==> src/rtl/icsc_pkg.sv <==
package icsc_pkg;

  localparam logic [31:0] MagicWord = 32'h4646_4943;
  localparam logic [63:0] HeaderMin = 64'd38;
  localparam logic [7:0] Newline = 8'h0A;
  localparam logic [7:0] NullByte = 8'h00;

  typedef enum logic [2:0] {
    PH_MAGIC   = 3'd0,
    PH_FIELDS  = 3'd1,
    PH_CAPTION = 3'd2,
    PH_TAGS    = 3'd3,
    PH_PIXELS  = 3'd4,
    PH_DONE    = 3'd5
  } phase_e;

  typedef enum logic [2:0] {
    KIND_DIMS    = 3'd0,
    KIND_CAPTION = 3'd1,
    KIND_TAG     = 3'd2,
    KIND_PIXEL   = 3'd3,
    KIND_VERDICT = 3'd4
  } kind_e;

  typedef enum logic [3:0] {
    ERR_NONE        = 4'd0,
    ERR_MAGIC       = 4'd1,
    ERR_HDR_SMALL   = 4'd2,
    ERR_CONTENT_NEG = 4'd3,
    ERR_DIM_NEG     = 4'd4,
    ERR_SIZE        = 4'd5,
    ERR_EOF_FIELDS  = 4'd6,
    ERR_EOF_CAPTION = 4'd7,
    ERR_EOF_TAGS    = 4'd8,
    ERR_TAG_NEWLINE = 4'd9,
    ERR_NO_NULL     = 4'd10,
    ERR_OVERRUN     = 4'd11,
    ERR_PIXELS      = 4'd12,
    ERR_EXTRA       = 4'd13
  } err_e;

  typedef enum logic {
    ST_RUN,
    ST_MUL
  } state_e;

  typedef struct packed {
    logic        start;
    logic [62:0] width;
    logic [62:0] height;
  } mul_req_t;

  typedef struct packed {
    logic         done;
    logic [127:0] product;
  } mul_rsp_t;

endpackage

==> src/rtl/icsc_in_if.sv <==
interface icsc_in_if;
  logic       valid;
  logic       ready;
  logic [7:0] data_byte;
  logic       end_of_file;

  modport source(output valid, data_byte, end_of_file, input ready);
  modport sink(input valid, data_byte, end_of_file, output ready);
endinterface

==> src/rtl/icsc_out_if.sv <==
interface icsc_out_if;
  logic        valid;
  logic        ready;
  logic [2:0]  kind;
  logic [7:0]  red;
  logic [7:0]  green;
  logic [7:0]  blue;
  logic [62:0] image_width;
  logic [62:0] image_height;
  logic [7:0]  text_byte;
  logic        text_end;
  logic        file_ok;
  logic [3:0]  error_code;

  modport source(output valid, kind, red, green, blue, image_width, image_height,
                 text_byte, text_end, file_ok, error_code, input ready);
  modport sink(input valid, kind, red, green, blue, image_width, image_height,
               text_byte, text_end, file_ok, error_code, output ready);
endinterface

==> src/rtl/icsc_mul.sv <==
module icsc_mul
  import icsc_pkg::*;
(
  input  logic     clk_i,
  input  logic     rst_ni,
  input  mul_req_t req_i,
  output mul_rsp_t rsp_o
);

  logic         busy_q, busy_d;
  logic         done_q, done_d;
  logic [127:0] acc_q, acc_d;
  logic [127:0] mcand_q, mcand_d;
  logic [62:0]  mplier_q, mplier_d;

  always_comb begin
    busy_d   = busy_q;
    done_d   = 1'b0;
    acc_d    = acc_q;
    mcand_d  = mcand_q;
    mplier_d = mplier_q;
    if (req_i.start) begin
      busy_d   = 1'b1;
      acc_d    = '0;
      mcand_d  = {65'd0, req_i.width} + {64'd0, req_i.width, 1'b0};
      mplier_d = req_i.height;
    end else if (busy_q) begin
      if (mplier_q == '0) begin
        busy_d = 1'b0;
        done_d = 1'b1;
      end else begin
        if (mplier_q[0]) begin
          acc_d = acc_q + mcand_q;
        end
        mcand_d  = {mcand_q[126:0], 1'b0};
        mplier_d = {1'b0, mplier_q[62:1]};
      end
    end
  end

  always_ff @(posedge clk_i or negedge rst_ni) begin
    if (!rst_ni) begin
      busy_q   <= 1'b0;
      done_q   <= 1'b0;
      acc_q    <= '0;
      mcand_q  <= '0;
      mplier_q <= '0;
    end else begin
      busy_q   <= busy_d;
      done_q   <= done_d;
      acc_q    <= acc_d;
      mcand_q  <= mcand_d;
      mplier_q <= mplier_d;
    end
  end

  assign rsp_o.done    = done_q;
  assign rsp_o.product = acc_q;

endmodule

==> src/rtl/image_container_stream_checker_core.sv <==
// Channel | Dir | Payload
// in_i    | in  | data_byte, end_of_file
// out_o   | out | kind, red, green, blue, image_width, image_height, text_byte,
//         |     | text_end, file_ok, error_code
// Beats are taken back to back, except after the last byte of the height field.
// That byte starts the shift-add multiplier.
// The input is not ready while the multiplier runs.
// An output register holds one result; a new beat is taken when it is free or drains.
// Reset is asynchronous and returns the block to the start of a file.
module image_container_stream_checker_core
  import icsc_pkg::*;
(
  input logic       clk_i,
  input logic       rst_ni,
  icsc_in_if.sink   in_i,
  icsc_out_if.source out_o
);

  state_e      state_q, state_d;
  phase_e      phase_q, phase_d;
  err_e        err_q, err_d;
  logic [2:0]  idx_q, idx_d;
  logic [1:0]  field_q, field_d;
  logic [63:0] asm_q, asm_d;
  logic [62:0] hsize_q, hsize_d;
  logic [62:0] csize_q, csize_d;
  logic [63:0] width_q, width_d;
  logic [62:0] height_q, height_d;
  logic [63:0] seen_q, seen_d;
  logic [63:0] pix_q, pix_d;
  logic [1:0]  mod_q, mod_d;
  logic [7:0]  red_q, red_d;
  logic [7:0]  green_q, green_d;

  logic        ov_q, ov_d;
  kind_e       okind_q, okind_d;
  logic [7:0]  ored_q, ored_d, ogreen_q, ogreen_d, oblue_q, oblue_d;
  logic [62:0] ow_q, ow_d, oh_q, oh_d;
  logic [7:0]  otext_q, otext_d;
  logic        oend_q, oend_d, ook_q, ook_d;
  err_e        ocode_q, ocode_d;

  mul_req_t    mreq;
  mul_rsp_t    mrsp;
  logic        accept;
  logic [7:0]  b;
  logic [63:0] asm_new;
  logic [63:0] seen_n;
  logic [63:0] pix_n;
  logic        emit;
  err_e        code;

  icsc_mul u_mul (
    .clk_i (clk_i),
    .rst_ni(rst_ni),
    .req_i (mreq),
    .rsp_o (mrsp)
  );

  assign in_i.ready = (state_q == ST_RUN) && (!ov_q || out_o.ready);
  assign accept     = in_i.valid && in_i.ready;
  assign b          = in_i.data_byte;
  assign asm_new    = {b, asm_q[63:8]};
  assign seen_n     = seen_q + 64'd1;
  assign pix_n      = pix_q + 64'd1;

  always_comb begin
    state_d  = state_q;
    phase_d  = phase_q;
    err_d    = err_q;
    idx_d    = idx_q;
    field_d  = field_q;
    asm_d    = asm_q;
    hsize_d  = hsize_q;
    csize_d  = csize_q;
    width_d  = width_q;
    height_d = height_q;
    seen_d   = seen_q;
    pix_d    = pix_q;
    mod_d    = mod_q;
    red_d    = red_q;
    green_d  = green_q;
    emit     = 1'b0;
    okind_d  = KIND_DIMS;
    ored_d   = '0;
    ogreen_d = '0;
    oblue_d  = '0;
    ow_d     = '0;
    oh_d     = '0;
    otext_d  = '0;
    oend_d   = 1'b0;
    ook_d    = 1'b0;
    ocode_d  = ERR_NONE;
    code     = err_q;
    mreq.start  = 1'b0;
    mreq.width  = width_q[62:0];
    mreq.height = asm_new[62:0];

    if (state_q == ST_MUL) begin
      if (mrsp.done) begin
        state_d = ST_RUN;
        if (mrsp.product[127:63] == '0 && mrsp.product[62:0] == csize_q) begin
          phase_d = PH_CAPTION;
          emit    = 1'b1;
          okind_d = KIND_DIMS;
          ow_d    = width_q[62:0];
          oh_d    = height_q;
        end else begin
          err_d = ERR_SIZE;
        end
      end
    end else if (accept && in_i.end_of_file) begin
      if (err_q == ERR_NONE) begin
        unique case (phase_q)
          PH_MAGIC:   code = ERR_MAGIC;
          PH_FIELDS:  code = ERR_EOF_FIELDS;
          PH_CAPTION: code = ERR_EOF_CAPTION;
          PH_TAGS:    code = ERR_EOF_TAGS;
          PH_PIXELS:  code = ERR_PIXELS;
          default:    code = ERR_NONE;
        endcase
      end
      emit     = 1'b1;
      okind_d  = KIND_VERDICT;
      ook_d    = (code == ERR_NONE);
      ocode_d  = code;
      phase_d  = PH_MAGIC;
      err_d    = ERR_NONE;
      idx_d    = '0;
      field_d  = '0;
      asm_d    = '0;
      hsize_d  = '0;
      csize_d  = '0;
      width_d  = '0;
      height_d = '0;
      seen_d   = '0;
      pix_d    = '0;
      mod_d    = '0;
      red_d    = '0;
      green_d  = '0;
    end else if (accept && err_q == ERR_NONE) begin
      unique case (phase_q)
        PH_MAGIC: begin
          if (b != MagicWord[{idx_q[1:0], 3'd0} +: 8]) begin
            err_d = ERR_MAGIC;
          end else begin
            seen_d = seen_n;
            if (idx_q == 3'd3) begin
              idx_d   = '0;
              asm_d   = '0;
              phase_d = PH_FIELDS;
            end else begin
              idx_d = idx_q + 3'd1;
            end
          end
        end
        PH_FIELDS: begin
          seen_d = seen_n;
          idx_d  = idx_q + 3'd1;
          asm_d  = asm_new;
          if (idx_q == 3'd7) begin
            asm_d   = '0;
            field_d = field_q + 2'd1;
            unique case (field_q)
              2'd0: begin
                hsize_d = asm_new[62:0];
                if (asm_new[63] || asm_new < HeaderMin) begin
                  err_d = ERR_HDR_SMALL;
                end
              end
              2'd1: begin
                csize_d = asm_new[62:0];
                if (asm_new[63]) begin
                  err_d = ERR_CONTENT_NEG;
                end
              end
              2'd2: width_d = asm_new;
              default: begin
                height_d = asm_new[62:0];
                if (width_q[63] || asm_new[63]) begin
                  err_d = ERR_DIM_NEG;
                end else begin
                  mreq.start = 1'b1;
                  state_d    = ST_MUL;
                end
              end
            endcase
          end
        end
        PH_CAPTION: begin
          seen_d = seen_n;
          if (seen_n > {1'b0, hsize_q}) begin
            err_d = ERR_OVERRUN;
          end else begin
            emit    = 1'b1;
            okind_d = KIND_CAPTION;
            otext_d = b;
            if (b == Newline) begin
              oend_d = 1'b1;
              if (seen_n == {1'b0, hsize_q}) begin
                phase_d = (csize_q == '0) ? PH_DONE : PH_PIXELS;
              end else begin
                phase_d = PH_TAGS;
              end
            end
          end
        end
        PH_TAGS: begin
          seen_d = seen_n;
          if (b == Newline) begin
            err_d = ERR_TAG_NEWLINE;
          end else if (seen_n == {1'b0, hsize_q} && b != NullByte) begin
            err_d = ERR_NO_NULL;
          end else begin
            emit    = 1'b1;
            okind_d = KIND_TAG;
            otext_d = b;
            oend_d  = (b == NullByte);
            if (seen_n >= {1'b0, hsize_q}) begin
              phase_d = (csize_q == '0) ? PH_DONE : PH_PIXELS;
            end
          end
        end
        PH_PIXELS: begin
          pix_d = pix_n;
          unique case (mod_q)
            2'd0: begin
              red_d = b;
              mod_d = 2'd1;
            end
            2'd1: begin
              green_d = b;
              mod_d   = 2'd2;
            end
            default: begin
              mod_d    = 2'd0;
              emit     = 1'b1;
              okind_d  = KIND_PIXEL;
              ored_d   = red_q;
              ogreen_d = green_q;
              oblue_d  = b;
              red_d    = '0;
              green_d  = '0;
              if (pix_n >= {1'b0, csize_q}) begin
                phase_d = PH_DONE;
              end
            end
          endcase
        end
        default: err_d = ERR_EXTRA;
      endcase
    end

    ov_d = emit || (ov_q && !out_o.ready);
  end

  always_ff @(posedge clk_i or negedge rst_ni) begin
    if (!rst_ni) begin
      state_q  <= ST_RUN;
      phase_q  <= PH_MAGIC;
      err_q    <= ERR_NONE;
      idx_q    <= '0;
      field_q  <= '0;
      asm_q    <= '0;
      hsize_q  <= '0;
      csize_q  <= '0;
      width_q  <= '0;
      height_q <= '0;
      seen_q   <= '0;
      pix_q    <= '0;
      mod_q    <= '0;
      red_q    <= '0;
      green_q  <= '0;
      ov_q     <= 1'b0;
    end else begin
      state_q  <= state_d;
      phase_q  <= phase_d;
      err_q    <= err_d;
      idx_q    <= idx_d;
      field_q  <= field_d;
      asm_q    <= asm_d;
      hsize_q  <= hsize_d;
      csize_q  <= csize_d;
      width_q  <= width_d;
      height_q <= height_d;
      seen_q   <= seen_d;
      pix_q    <= pix_d;
      mod_q    <= mod_d;
      red_q    <= red_d;
      green_q  <= green_d;
      ov_q     <= ov_d;
    end
  end

  always_ff @(posedge clk_i) begin
    if (emit) begin
      okind_q  <= okind_d;
      ored_q   <= ored_d;
      ogreen_q <= ogreen_d;
      oblue_q  <= oblue_d;
      ow_q     <= ow_d;
      oh_q     <= oh_d;
      otext_q  <= otext_d;
      oend_q   <= oend_d;
      ook_q    <= ook_d;
      ocode_q  <= ocode_d;
    end
  end

  assign out_o.valid        = ov_q;
  assign out_o.kind         = okind_q;
  assign out_o.red          = ored_q;
  assign out_o.green        = ogreen_q;
  assign out_o.blue         = oblue_q;
  assign out_o.image_width  = ow_q;
  assign out_o.image_height = oh_q;
  assign out_o.text_byte    = otext_q;
  assign out_o.text_end     = oend_q;
  assign out_o.file_ok      = ook_q;
  assign out_o.error_code   = ocode_q;

  // The result slot is always empty while the multiplier runs.
  a_mul_slot_free: assert property (@(posedge clk_i) disable iff (!rst_ni)
    state_q == ST_MUL |-> !ov_q) else $error("result slot busy during multiply");

  a_done_in_mul: assert property (@(posedge clk_i) disable iff (!rst_ni)
    mrsp.done |-> state_q == ST_MUL) else $error("multiplier done outside wait");

  a_err_holds: assert property (@(posedge clk_i) disable iff (!rst_ni)
    (err_q != ERR_NONE && !(accept && in_i.end_of_file)) |=> $stable(phase_q))
    else $error("phase moved after an error");

endmodule

==> src/flat_wrapper.sv <==
// flat-port wrapper written by rule: the top's interface ports become plain ports
module image_container_stream_checker_core_flat import icsc_pkg::*;
  (clk_i, rst_ni, in_i_valid, in_i_data_byte, in_i_end_of_file, in_i_ready, out_o_valid, out_o_kind, out_o_red, out_o_green, out_o_blue, out_o_image_width, out_o_image_height, out_o_text_byte, out_o_text_end, out_o_file_ok, out_o_error_code, out_o_ready);
  icsc_in_if in_i_i ();
  icsc_out_if out_o_i ();
  input logic clk_i;
  input logic rst_ni;
  input wire logic [$bits(in_i_i.valid)-1:0] in_i_valid;
  input wire logic [$bits(in_i_i.data_byte)-1:0] in_i_data_byte;
  input wire logic [$bits(in_i_i.end_of_file)-1:0] in_i_end_of_file;
  output wire logic [$bits(in_i_i.ready)-1:0] in_i_ready;
  output wire logic [$bits(out_o_i.valid)-1:0] out_o_valid;
  output wire logic [$bits(out_o_i.kind)-1:0] out_o_kind;
  output wire logic [$bits(out_o_i.red)-1:0] out_o_red;
  output wire logic [$bits(out_o_i.green)-1:0] out_o_green;
  output wire logic [$bits(out_o_i.blue)-1:0] out_o_blue;
  output wire logic [$bits(out_o_i.image_width)-1:0] out_o_image_width;
  output wire logic [$bits(out_o_i.image_height)-1:0] out_o_image_height;
  output wire logic [$bits(out_o_i.text_byte)-1:0] out_o_text_byte;
  output wire logic [$bits(out_o_i.text_end)-1:0] out_o_text_end;
  output wire logic [$bits(out_o_i.file_ok)-1:0] out_o_file_ok;
  output wire logic [$bits(out_o_i.error_code)-1:0] out_o_error_code;
  input wire logic [$bits(out_o_i.ready)-1:0] out_o_ready;
  assign in_i_i.valid = in_i_valid;
  assign in_i_i.data_byte = in_i_data_byte;
  assign in_i_i.end_of_file = in_i_end_of_file;
  assign in_i_ready = in_i_i.ready;
  assign out_o_valid = out_o_i.valid;
  assign out_o_kind = out_o_i.kind;
  assign out_o_red = out_o_i.red;
  assign out_o_green = out_o_i.green;
  assign out_o_blue = out_o_i.blue;
  assign out_o_image_width = out_o_i.image_width;
  assign out_o_image_height = out_o_i.image_height;
  assign out_o_text_byte = out_o_i.text_byte;
  assign out_o_text_end = out_o_i.text_end;
  assign out_o_file_ok = out_o_i.file_ok;
  assign out_o_error_code = out_o_i.error_code;
  assign out_o_i.ready = out_o_ready;
  image_container_stream_checker_core u_core (.clk_i(clk_i), .rst_ni(rst_ni), .in_i(in_i_i), .out_o(out_o_i));
endmodule
==> config.mk <==
export PLATFORM = sky130hd
export DESIGN_NAME = image_container_stream_checker_core_flat
export DESIGN_NICKNAME = d
export VERILOG_FILES = /design/src/rtl/icsc_pkg.sv /design/src/rtl/icsc_in_if.sv /design/src/rtl/icsc_out_if.sv /design/src/rtl/icsc_mul.sv /design/src/rtl/image_container_stream_checker_core.sv /design/src/flat_wrapper.sv
export SDC_FILE = /design/constraint.sdc
export NUM_CORES = 2
export LEC_CHECK = 0
export BUFFER_PORTS_ARGS = -buffer_cell sky130_fd_sc_hd__buf_2
export CORE_ASPECT_RATIO = 1.75
export CORE_MARGIN = 3
export CORE_UTILIZATION = 45
export DETAILED_ROUTE_END_ITERATION = 16
export HOLD_SLACK_MARGIN = 0.1
export PLACE_DENSITY_LB_ADDON = 0.15
export SETUP_SLACK_MARGIN = 0.3
export SLEW_MARGIN = 20
export SYNTH_ARGS = -nofsm -noshare
export SYNTH_HDL_FRONTEND = slang
export SYNTH_SLANG_ARGS = --single-unit
==> constraint.sdc <==
create_clock -name clk_i -period 17.41 [get_ports clk_i]
set_input_delay 3.482 -clock clk_i [delete_from_list [all_inputs] [get_ports clk_i]]
set_output_delay 3.482 -clock clk_i [all_outputs]
set_load 0.005 [all_outputs]
# After elaboration in Yosys (flattened, before gate mapping)
# Index checks and enable logic that the tools add are counted.
dict set report word_totals {
  reg_bits 965
  in_bits 13
  elab_cells 286
}
dict set report op_classes {
  n_addsub 6
  magnitude_cmp 4
  n_eq_ne 40
  n_shift 1
  muxes 141
  bitwise_logic 4
  n_reduce_logical 58
}
# cell n
set ops {}
lappend ops {{$mux 63} 18}
lappend ops {{$mux 64} 16}
lappend ops {{$mux 128} 7}
lappend ops {{$pmux 64 s2} 2}
lappend ops {{$add 128x128->128} 1}
lappend ops {{$add 64x1->64 const B} 2}
lappend ops {{$ge 64x63->1} 2}
lappend ops {{$logic_not 63->1} 2}
lappend ops {{$mux 8} 9}
lappend ops {{$mux 3} 22}
lappend ops {{$add 63x64->65} 1}
lappend ops {{$logic_not 65->1} 1}
lappend ops {{$eq 64x63->1} 1}
lappend ops {{$gt 64x63->1} 1}
lappend ops {{$lt 64x6->1 const B} 1}
lappend ops {{$mux 4} 16}
lappend ops {{$eq 63x63->1} 1}
lappend ops {{$pmux 8 s2} 3}
lappend ops {{$pmux 4 s5} 2}
lappend ops {{$shiftx 32x6->8 const A} 1}
lappend ops {{$mux 1} 30}
lappend ops {{$ne 4x1->1 const B} 7}
lappend ops {{$reduce_and 5->1} 5}
lappend ops {{$ne 4x2->1 const B} 6}
lappend ops {{45 further kinds} 97}

# Depth between registers and ports, before layout
dict set report depth {
  ltp_word 10
  mapped_depth 27
  mapped_depth_nobuf 27
}

# By module
# A second synthesis with hierarchy kept.
dict set report hier_totals {
  hier_cells 6280
  hier_area_um2 56306.5
}
# module instances cells_each area_each_um2
set by_module_without_submodules {}
lappend by_module_without_submodules {image_container_stream_checker_core 1 3144 31214.9}
lappend by_module_without_submodules {icsc_mul 1 3136 25091.6}

# Worst setup path before layout
# OpenSTA, ideal clock, no wires.
dict set report synth_timing {
  path_kind {input to register}
  from {in in_i_data_byte[5]}
  to {reg u_core.oblue_q[0], in the netlist u_core.out_o.blue[0], enable pin}
  setup_ps 527
  arrival_time_ps 8457
  t_required_ps 16883
  path_slack_ps 8426
  stages 8
  path_buffers 0
  cell_sequence {or3_1 > nor4_1 > nand2_1 > o21ai_2 > or3b_1 > and2_4 > a21oi_1 > a211o_1}
}
dict set report synth_between {
  elab_chain_cells 8
  elab_cells_between_ends 9
}
# element line_no
set synth_rtl {}
lappend synth_rtl {{start, declared} flat_wrapper.sv:9} ;# input wire logic [$bits(in_i_i.data_byte)-1:0] in_i_data_byte;
lappend synth_rtl {{$reduce_bool 8->1} image_container_stream_checker_core.sv:212} ;# end else if (seen_n == {1'b0, hsize_q} && b != NullByte) begin
lappend synth_rtl {{$logic_and 1x1->1} image_container_stream_checker_core.sv:212}
lappend synth_rtl {{$mux 1} image_container_stream_checker_core.sv:212}
lappend synth_rtl {{$mux 1 (*)} image_container_stream_checker_core.sv:210} ;# if (b == Newline) begin
lappend synth_rtl {{$pmux 1 s3 (*)} image_container_stream_checker_core.sv:142} ;# unique case (phase_q)
lappend synth_rtl {{$mux 1 (*)} image_container_stream_checker_core.sv:141} ;# end else if (accept && err_q == ERR_NONE) begin
lappend synth_rtl {{$mux 1 (*)} image_container_stream_checker_core.sv:112} ;# end else if (accept && in_i.end_of_file) begin
lappend synth_rtl {{$mux 1 (*)} image_container_stream_checker_core.sv:99} ;# if (state_q == ST_MUL) begin
lappend synth_rtl {{via u_core.emit} image_container_stream_checker_core.sv:50} ;# logic emit;
lappend synth_rtl {{end signal, assigned} image_container_stream_checker_core.sv:300} ;# oblue_q <= oblue_d;
lappend synth_rtl {{end, declared} image_container_stream_checker_core.sv:37} ;# logic [7:0] ored_q, ored_d, ogreen_q, ogreen_d, oblue_q, oblue_d;
# Mark *: on every way through the listed nets, which the timed path passes. The rest lies on a longest branch.
# A chain may end at the register's enable or synchronous reset.

# Worst setup path in the final report
dict set report layout_timing {
  from {reg u_core.seen_q[0]}
  to {reg u_core.ow_q[9], in the netlist u_core.out_o.image_width[9], enable pin}
}
dict set report layout_between {
  elab_chain_cells 9
  elab_cells_between_ends 11
}
# element line_no
set layout_rtl {}
lappend layout_rtl {{start, declared} image_container_stream_checker_core.sv:29} ;# logic [63:0] seen_q, seen_d;
lappend layout_rtl {{start signal, assigned} image_container_stream_checker_core.sv:286} ;# seen_q <= seen_d;
lappend layout_rtl {{$add 64x1->64 (*)} image_container_stream_checker_core.sv:64} ;# assign seen_n = seen_q + 64'd1;
lappend layout_rtl {{parallel branches: the longest is 4 deep, another holds $gt 64x63->1} -}
lappend layout_rtl {{$pmux 1 s3 (*)} image_container_stream_checker_core.sv:142}
lappend layout_rtl {{$mux 1 (*)} image_container_stream_checker_core.sv:141}
lappend layout_rtl {{$mux 1 (*)} image_container_stream_checker_core.sv:112}
lappend layout_rtl {{$mux 1 (*)} image_container_stream_checker_core.sv:99}
lappend layout_rtl {{via u_core.emit} image_container_stream_checker_core.sv:50}
lappend layout_rtl {{end signal, assigned} image_container_stream_checker_core.sv:301} ;# ow_q <= ow_d;
lappend layout_rtl {{end, declared} image_container_stream_checker_core.sv:38} ;# logic [62:0] ow_q, ow_d, oh_q, oh_d;
# Mark *: on every way through the listed nets, which the timed path passes.

==> run summary <==
WP data arrival: 9.22 ns
worst hold path class: flop to flop
crit start category: flop
I/O pins: 182
synthesized flop and latch total: 957
drt via density: 5.82
wire per inst: 23.4 um
cell repeated most along the worst path: and3_1
status: finished clean
Post-DP Area: 57400 um^2
CTS Buf Count: 95
Chip Height: 469 um
post-synthesis mux area share: 0.00143
CP Capture Type: flop
Mean Syn Cell Area: 8.81 um^2
detailed placer's ending HPWL: 138000 um
die area: 127000 um^2
share of cells above drive strength 1: 0.0718
clk sinks: 957
pin count of the biggest net entering global routing: 171
initial antenna violation count: 3
gp weighted congestion: 0.942
Pwr Density: 75.3 nW/um^2
DRT met1 WL: 69800 um
Final ANT Viol Nets: 0
Place WS: 8.47 ns
Area Growth Syn to Fin: 9.91%
Cell Area, Synth: 55200 um^2
fin. max-slew vios: 0
H-Tree Depth: 3
Final Critical Period: 8.91 ns
clk_lat worst skew: 0.72 ns
Overall Global Routing Usage: 0.287
port bufs: 181
most common cell after layout, fill and taps aside: nand2_1
Unique masters post-synth: 87
post-synthesis simple-gate area fraction: 0.198
Max Used Layer: met4
RSZ-0062 raised after global routing: false
Final Hold Vio Count: 0
Syn Nets: 6606
Peak VDD IR: 0.0000842 V
Net count, final: 6572
Rel. slew slack: 0.245
drt total wl: 186000 um
synth warn: 0
critical path peak fanout: 70
XOR/XNOR Fraction of Synth Area: 0.0611
vias in the first global route: 46.2k
Peak Freq: 112 MHz
Least-Margin Pin Slew: 1.13 ns
Sum Neg Setup Slack: 0 ns
Layout Skew: 0.0421 ns
top_reg_cell synth: dfrtp_1
Post-CTS Setup Inserts: 0
worst path required time: 17.72 ns
CP Class: flop to flop
adder-cell area share of the yosys netlist: 0.0744
Synth Area in Compound Gates: 0.179
CTS Hold Buffers Added: 0
Pleak: 27.5 nW
first-pass GRT wire length: 281000 um
family with the most delay on the worst path: simple AND/OR/NAND/NOR gates
Die Wd: 271 um
Final Cycle Share: 0.512
CTS tree: done
design area: 60700 um^2
max-cap violations: 0
CTS Buffer Depth: 3
Rows: 169
Initial Util: 0.454
most frequent cells in the layout: nand2_1, dfrtp_1, o21ai_0, a21oi_1, nor2_1
final worst slack: 8.50 ns
DR DRC count: 0
ys async rst share: 0.825
overall power: 4.57 mW
longest individual stage delay on the worst path: 0.80 ns
wire length on met3: 7220 um
crit path buf inv count: 2
# fillers: 11.6k
GR Overflow Total: 0
area of the core: 122000 um^2
slowest stage cell, crit path: a211o_4
clk slew on worst S/H paths: 0.06 ns
vias after detailed routing: 46.2k
drt initial violations: 3214
Root Driver: clkbuf_16
drt pass-1 iters: 6
Final setup violation count: 0
sequential fraction of the synthesis area: 0.449
Post-synth EDFFs: 167
Gates resized, CTS repair: 0
largest family of logic cells by synthesized area: simple AND/OR/NAND/NOR gates
Post-Synthesis Cells: 6266
met2 wire len: 93800 um
registers in the layout (all words and copies together) (netlist names), 56 cells and up:
register                   count
u_core.u_mul.acc_q           128
u_core.u_mul.mcand_q         128
u_core.pix_q                  64
u_core.seen_q                 64
u_core.width_q                64
u_core.csize_q                63
u_core.height_q               63
u_core.hsize_q                63
u_core.out_o.image_height     63
u_core.out_o.image_width      63
u_core.u_mul.mplier_q         63
u_core.asm_q                  56
worst register-to-register path: cells and delay by family, from the launching register on:
kind                     cells  cell delay (ns)
AND/OR/NAND/NOR             17             3.87
AO/OA/AOI/OAI                6             2.17
buffers and inverters        2             1.31
adder cells (fa/ha/maj)      2             0.49
flip-flops                   1             0.42
XOR/XNOR                     1             0.16
cell usage after synthesis, types with 34 or more instances:
library cell / instances / share of area
a21o_1: 123 / 0.017
a21oi_1: 467 / 0.042
a22o_1: 50 / 0.0079
a31oi_1: 84 / 0.0095
and2_1: 52 / 0.0059
and3_1: 163 / 0.018
clkbuf_1: 346 / 0.024
dfrtp_1: 790 / 0.36
edfxtp_1: 167 / 0.091
ha_1: 325 / 0.074
inv_1: 195 / 0.013
nand2_1: 1173 / 0.080
nand2b_1: 36 / 0.0041
nand3_1: 161 / 0.015
nand4_1: 135 / 0.015
nor2_1: 376 / 0.026
nor3_1: 62 / 0.0056
nor4_1: 85 / 0.0096
o21a_1: 34 / 0.0046
o21ai_0: 586 / 0.053
o21bai_1: 42 / 0.0057
o31ai_1: 100 / 0.014
or3_1: 38 / 0.0043
xnor2_1: 222 / 0.035
xor2_1: 163 / 0.026
where the power goes:
part	switching, mW	internal (mW)	total (mW)	leakage, nW
clock	0.967	1.26	2.23	1.63
sequential	0.00296	2.27	2.28	12.3
combinational	0.0540	0.00891	0.0630	13.6
total	1.02	3.55	4.57	27.5
worst paths after layout:
path,from,to,slack (ns),cells past startpoint
max,u_core.seen_q[0]$_DFFE_PN0P_,u_core.out_o.image_width[9]$_SDFFCE_PN0P_,8.50,28
min,u_core.height_q[6]$_DFFE_PN0P_,u_core.height_q[6]$_DFFE_PN0P_,0.48,2
max reg2reg,u_core.seen_q[0]$_DFFE_PN0P_,u_core.out_o.image_width[9]$_SDFFCE_PN0P_,8.50,28
min reg2reg,u_core.height_q[6]$_DFFE_PN0P_,u_core.height_q[6]$_DFFE_PN0P_,0.48,2
max in group asynchronous,rst_ni,u_core.height_q[51]$_DFFE_PN0P_,11.35,4
min in group asynchronous,rst_ni,u_core.u_mul.acc_q[13]$_DFFE_PN0P_,2.81,1
cell families (layout without fill, tap and decap cells):
| logic type | after synthesis | in the layout |
|---|---|---|
| other | 0 | 1 |
| xor gates and xnor gates | 385 | 385 |
| AOI/OAI and AO/OA | 1655 | 1655 |
| and+or+nand+nor | 2382 | 2382 |
| muxes | 7 | 7 |
| buffers and inverters | 553 | 600 |
| DFF | 957 | 957 |
| adders and majority gates | 327 | 327 |
layout make-up:
class | instances | area (um^2) | area share
multi-input combinational | 4756 | 28500 | 0.470
sequential | 957 | 24800 | 0.408
clock buffer | 126 | 2660 | 0.0438
tap | 1624 | 2030 | 0.0335
timing repair buffer | 226 | 1270 | 0.0209
inverter | 196 | 741 | 0.0122
clock inverter | 52 | 672 | 0.0111
antenna | 1 | 2.50 | 0.0000412
per-layer routing:
layer  track usage  vias up
met5             0        -
met4         0.198        0
met3        0.0272      468
met2         0.512     1211
met1         0.321    22500
li1              -    22100
stage by stage:
step | cells | util | hold slack (ns)
finish | 7938 | 0.499 | 0.477
global route | 7938 | 0.499 | 0.496
CTS | 7937 | 0.499 | 0.478
detailed placement | 7759 | 0.472 | 0.464
global placement | 7759 | 0.472 | 0.455
floorplan | 6266 | - | 0.442
(Power assumes the default switching activity.)
